<file path="config.mk">
export PLATFORM = sky130hd
export DESIGN_NAME = sgf_gradient
export DESIGN_NICKNAME = d
export VERILOG_FILES = /design/src/rtl/core/sgf_pkg.sv /design/src/rtl/core/sgf_gradient.sv
export SDC_FILE = /design/constraint.sdc
export NUM_CORES = 1
export LEC_CHECK = 0
export ABC_AREA = 0
export BUFFER_PORTS_ARGS = -buffer_cell sky130_fd_sc_hd__clkbuf_2
export CAP_MARGIN = 20
export CORE_UTILIZATION = 30
export CTS_CLUSTER_SIZE = 14
export DETAILED_ROUTE_END_ITERATION = 10
export PLACE_DENSITY_LB_ADDON = 0.2
export SETUP_SLACK_MARGIN = 0.02
export SLEW_MARGIN = 5
export SYNTH_ARGS = -nofsm -noshare
export SYNTH_HDL_FRONTEND = slang
export SYNTH_SLANG_ARGS = --single-unit
</file>
<file path="constraint.sdc">
create_clock -name clk -period 34.5 [get_ports clk]
set_clock_uncertainty 0.05 [all_clocks]
set_input_delay 5.175 -clock clk [delete_from_list [all_inputs] [get_ports clk]]
set_output_delay 5.175 -clock clk [all_outputs]
set_load 0.1 [all_outputs]
</file>
<file path="src/rtl/core/sgf_pkg.sv">
// sgf_pkg: payload structs, register map and divide-by-nine helper
// for the sobel gradient filter; no dependencies
`timescale 1ns / 1ps

package sgf_pkg;

    // register map, index = byte address / 4
    localparam logic REG_IMAGE_COLS = 1'b0;
    localparam logic REG_IMAGE_ROWS = 1'b1;

    localparam int          COLS_W     = 13;
    localparam int          ROWS_W     = 16;
    localparam logic [12:0] COLS_RESET = 13'd640;
    localparam logic [15:0] ROWS_RESET = 16'd480;
    localparam int          MIN_DIM    = 3;

    localparam int CENTER_ROW_W = 16;
    localparam int CENTER_COL_W = 12;

    // 3641 / 2^15 is just above 1/9, exact floor for magnitudes up to 1020
    localparam logic [11:0] DIV9_RECIP = 12'd3641;
    localparam int          DIV9_SHIFT = 15;

    typedef struct packed {
        logic [7:0] pixel;
        logic       frame_start;
    } pixel_t;

    typedef struct packed {
        logic [CENTER_ROW_W-1:0] center_row;
        logic [CENTER_COL_W-1:0] center_col;
        logic [7:0]              grad_x;
        logic [7:0]              grad_y;
        logic [7:0]              magnitude;
        logic                    frame_end;
    } result_t;

    // one column of the two stored lines
    typedef struct packed {
        logic [7:0] two_above;
        logic [7:0] one_above;
    } line_pair_t;

    // signed sum / 9, truncated toward zero, low 8 bits
    function automatic logic [7:0] div9_low8(input logic signed [10:0] s);
        logic [9:0]  mag;
        logic [21:0] prod;
        logic [7:0]  q;
        mag  = s[10] ? 10'(-s) : 10'(s);
        prod = 22'(mag) * 22'(DIV9_RECIP);
        q    = 8'(prod >> DIV9_SHIFT);
        return s[10] ? 8'(-q) : q;
    endfunction

endpackage

</file>
<file path="src/rtl/core/sgf_gradient.sv">
// sgf_gradient: 3x3 window columns and sobel x/y sums scaled by 1/9
// uses sgf_pkg
`timescale 1ns / 1ps

module sgf_gradient (
    input  logic       clk,
    input  logic       rst_n,
    input  logic       shift_en,
    input  logic [7:0] top_px,
    input  logic [7:0] mid_px,
    input  logic [7:0] bot_px,
    output logic [7:0] grad_x,
    output logic [7:0] grad_y
);

    // two older columns: [0..2] left, [3..5] middle, top to bottom
    logic [7:0] win_reg [6];

    logic [9:0]         sum_right;
    logic [9:0]         sum_left;
    logic [9:0]         sum_bottom;
    logic [9:0]         sum_top;
    logic signed [10:0] sx;
    logic signed [10:0] sy;

    always_ff @(posedge clk or negedge rst_n)
    begin
        if (!rst_n)
        begin
            for (int i = 0; i < 6; i++)
            begin
                win_reg[i] <= 8'd0;
            end
        end
        else if (shift_en)
        begin
            win_reg[0] <= win_reg[3];
            win_reg[1] <= win_reg[4];
            win_reg[2] <= win_reg[5];
            win_reg[3] <= top_px;
            win_reg[4] <= mid_px;
            win_reg[5] <= bot_px;
        end
    end

    always_comb
    begin
        sum_right  = 10'(top_px) + {1'b0, mid_px, 1'b0} + 10'(bot_px);
        sum_left   = 10'(win_reg[0]) + {1'b0, win_reg[1], 1'b0} + 10'(win_reg[2]);
        sum_bottom = 10'(win_reg[2]) + {1'b0, win_reg[5], 1'b0} + 10'(bot_px);
        sum_top    = 10'(win_reg[0]) + {1'b0, win_reg[3], 1'b0} + 10'(top_px);
        sx         = signed'(11'(sum_right)) - signed'(11'(sum_left));
        sy         = signed'(11'(sum_bottom)) - signed'(11'(sum_top));
        grad_x     = sgf_pkg::div9_low8(sx);
        grad_y     = sgf_pkg::div9_low8(sy);
    end

endmodule

</file>
Word level (Yosys, flattened, before mapping)
Cells that the tools add are included.
{"block": "word_totals", "reg_bits": 48, "inputBits": 27, "elab_cells": 26}
{"block": "op_classes", "addsub": 14, "n_mul": 2, "muxes": 4}
{"cell": "$mul 10x12->22 const B", "n": 2}
{"cell": "$add 10x8->10", "n": 4}
{"cell": "$add 8x9->10", "n": 4}
{"cell": "$sub 10x10->11", "n": 2}
{"cell": "$mux 10", "n": 2}
{"cell": "$neg 10->10", "n": 2}
{"cell": "$mux 8", "n": 2}
{"cell": "$neg 7->8", "n": 2}

Logic depth before layout (Yosys ltp)
{"block": "depth", "ltp_word": 8, "depth_mapped": 39, "ltp_nobuf": 39}

Worst setup path after synthesis
Ideal clock, no wire load.
{"block": "synth_path", "path_type": "input-to-output", "start": "input port top_px[2]", "end": "output port grad_x[3]", "arrival_ps": 15750, "t_required_ps": 29275, "setup_slack_ps": 13525, "cell_stages": 31, "cell_sequence": "fa_1 -> fa_1 -> inv_1 -> fa_1 -> inv_1 -> ha_1 -> a211oi_2 -> o21bai_2 -> o21ai_0 -> nor2_1 -> o21ai_0 -> nor2b_1 -> clkbuf_1 -> o21ai_0 -> xnor2_1 -> fa_1 -> ha_1 -> fa_1 -> fa_1 -> inv_1 -> fa_1 -> inv_1 -> ha_1 -> a21oi_1 -> nor2b_1 -> a2111oi_2 -> o41ai_2 -> xor2_1 -> nand3b_1 -> nand2_1 -> xnor2_1"}
{"block": "synth_between", "elab_chain_cells": 8}
{"element": "from (decl)", "line_no": "sgf_gradient.sv:9", "source": "input logic [7:0] top_px,"}
{"element": "$add 8x9->10 (*)", "line_no": "sgf_gradient.sv:48", "source": "sum_right = 10'(top_px) + {1'b0, mid_px, 1'b0} + 10'(bot_px);"}
{"element": "$add 10x8->10 (*)", "line_no": "sgf_gradient.sv:48"}
{"element": "$sub 10x10->11 (*)", "line_no": "sgf_gradient.sv:52", "source": "sx = signed'(11'(sum_right)) - signed'(11'(sum_left));"}
{"element": "$neg 10->10", "line_no": "sgf_pkg.sv:49", "source": "mag = s[10] ? 10'(-s) : 10'(s);"}
{"element": "$mux 10", "line_no": "sgf_pkg.sv:49"}
{"element": "$mul 10x12->22", "line_no": "sgf_pkg.sv:50", "source": "prod = 22'(mag) * 22'(DIV9_RECIP);"}
{"element": "$neg 7->8", "line_no": "sgf_pkg.sv:52", "source": "return s[10] ? 8'(-q) : q;"}
{"element": "$mux 8 (*)", "line_no": "sgf_pkg.sv:52"}
{"element": "to (decl)", "line_no": "sgf_gradient.sv:12", "source": "output logic [7:0] grad_x,"}
Every way passes the cells marked *; elsewhere a longest branch is shown, timed or not.

Worst setup path in the final report
{"block": "layout_path", "start": "input port top_px[2]", "end": "output port grad_x[6]"}
The elaborated chain is that of the path after synthesis.

==> results_dict.tcl <==
set metrics [dict create \
    critPathLaunchType "primary input" \
    cts_max_path_buffers 2 \
    initial_core_util_pct 30.46 \
    synth_area_leader_cell "fa_1" \
    drc 0 \
    io_buffers 42 \
    syn_inst 981 \
    n_antenna_cell 0 \
    ys.flop_type "dfrtp_1" \
    synthTopCellsByArea "fa_1 (25%), ha_1 (23%), dfrtp_1 (13%), inv_1 (11%), xnor2_1 (3.7%)" \
    grt_max_degree 81 \
    crit_top_cell "fa_1" \
    min-delay-path-class "register to register" \
    reg2reg_from "win_reg[41]$_DFFE_PN0P_" \
    slew_viol_final 0 \
    drt_iter0_drc 239 \
    finalCriticalPeriod_ns 20.38 \
    hold_viol 0 \
    gr-total-overflow 0 \
    cts_resized 0 \
    rsz0062_at_grt "false" \
    slew_headroom_pct 44.59 \
    crit_slowest_cell "nor2b_1" \
    fin_nets 1324 \
    grt_use_total_pct 12.60 \
    via_per_inst 4.407 \
    hpwlAfterDp_um 16340 \
    yosysMostFrequentCell "inv_1" \
    rr_worst_depth 2 \
    reg2reg_to "win_reg[41]$_DFFE_PN0P_" \
    syn_to_final_growth_pct 8.841 \
    fin_crit_sh_pct 59.08 \
    largest_reg_flops 48 \
    critPathMaxStageDelay_ns 0.69 \
    utilization_pct 33.16 \
    cts_hold_buffers 0 \
    cp_max_fo 12 \
    synth_area_um2 9029 \
    htreeDepth 2 \
    status "finished clean" \
    routedWlPerCell_um 13.02 \
    synth_edf_count 0 \
    postSynthAreaPerCell_um2 9.204 \
    ys_types 60 \
    grt_pass1_wl_um 31360 \
    syn_nets 1286 \
    timing.hold.ws_ns 0.4277 \
    synth_common_cells "inv_1 (263), ha_1 (164), fa_1 (114)" \
    clock-sinks 48 \
    setup_viol 0 \
    ys_seq_area_share_pct 13.30 \
    yosysWarnings 0 \
    routabilityCongestion 0.7710 \
    synth_top_cell_area_share_pct 25.28 \
    dieHeight_um 175.5 \
    cp.required_ns 29.27 \
    setup_tns_ns 0 \
    detail-route-antenna-nets 0 \
    end_kind "output port" \
    die_w_um 175.5 \
    drive_above_1_share_pct 8.243 \
    synthArstFlopShare_pct 100.0 \
    grt_pass1_vias 6396 \
    ys_ff_latch 48 \
    cts_tree "done" \
    core_um2 29640 \
    critPathKind "primary input to output port" \
    hp-start "win_reg[21]$_DFFE_PN0P_" \
    cp.arrival_ns 15.16 \
    rrSetupSlack_ns 33.64 \
    row_count 63 \
    dieArea_um2 30790 \
    clockRootBuffer "clkbuf_16" \
    worstMarginPinSlew_ns 0.8224 \
    insertion_delay_ns 0.29 \
    min_to "win_reg[45]$_DFFE_PN0P_" \
    antenna_found_initial 0 \
    max_freq_mhz 49.06 \
    numCtsBuffers 5 \
    post_cts_buffers 0 \
    clk_pin_slew_ns 0.06 \
    wl_um 18340 \
    drv_cap 0 \
    holdPathStages 2 \
    dr.pass1.iters 4 \
    routed-via-count 6209 \
    io_pins 43 \
]
[placed cells by master, fill, tap and decap left out, types with 6 or more instances in the layout]
cell      count
inv_1       263
ha_1        164
fa_1        114
nand2_1      66
o21ai_0      48
dfrtp_1      48
clkbuf_2     42
xnor2_1      38
a21oi_1      37
nor2_1       25
a21o_1       18
xor2_1       16
mux2_2       16
nand3_1      15
a31oi_1       8
nand4_1       6
nor2b_1       6
[cells by family (layout without fill, tap and decap cells)]
| logic type | after synthesis | in the layout | synth area share (%) |
|---|---|---|---|
| buf+inv | 277 | 315 | 11.52 |
| mux | 18 | 18 | 2.217 |
| fa+ha+maj | 278 | 278 | 48.00 |
| simple gates | 149 | 149 | 7.816 |
| flops | 48 | 48 | 13.30 |
| xor+xnor | 55 | 55 | 5.543 |
| compound gates | 156 | 156 | 11.60 |
[critical path, delay by kind of cell]
family                   cells  cell delay [ns]
AND/OR/NAND/NOR              2             0.75
XOR/XNOR                     4             1.03
adder cells (fa/ha/maj)     10             4.54
buffers and inverters        7             1.05
AO/OA/AOI/OAI               12             2.59
[area by class of cell]
class | instances | area (µm²)
Fill cell | 3138 | 19810
Multi-Input combinational cell | 656 | 6788
Sequential cell | 48 | 1201
Inverter | 264 | 991.0
Tap cell | 390 | 488.0
Timing Repair Buffer | 44 | 225.2
Clock buffer | 6 | 128.9
Clock inverter | 1 | 5.005
[worst max path at each step]
stage,start,endpoint,slack [ns],cells after the start
floorplan,top_px[2],grad_x[3],13.52,31
global placement,top_px[2],grad_x[6],14.03,35
detailed placement,top_px[2],grad_x[6],13.99,35
CTS,top_px[2],grad_x[6],14.01,35
global route,top_px[2],grad_x[6],13.40,35
finish,top_px[2],grad_x[6],14.12,35
[per-stage QoR]
stage          setup WS [ns]  std cells  instance area, µm²
2_1_floorplan          13.52        981                9029
3_3_place_gp           14.03       1402                9693
3_5_place_dp           13.99       1402                9693
4_1_cts                14.01       1409                9827
5_1_grt                13.40       1409                9827
6_report               14.12       1409                9827
[routing by layer]
layer / global-route usage, % / wire (µm) / vias to the layer above
met5: 0 / 0 / -
met4: 1.522 / 73 / 0
met3: 1.104 / 444 / 5
met2: 21.53 / 8798 / 59
met1: 17.71 / 9027 / 2967
li1: - / - / 3178
Power is left out: the tool's default activity adds up to more than one toggle a clock period on the data nets, which glitch-free logic cannot reach.
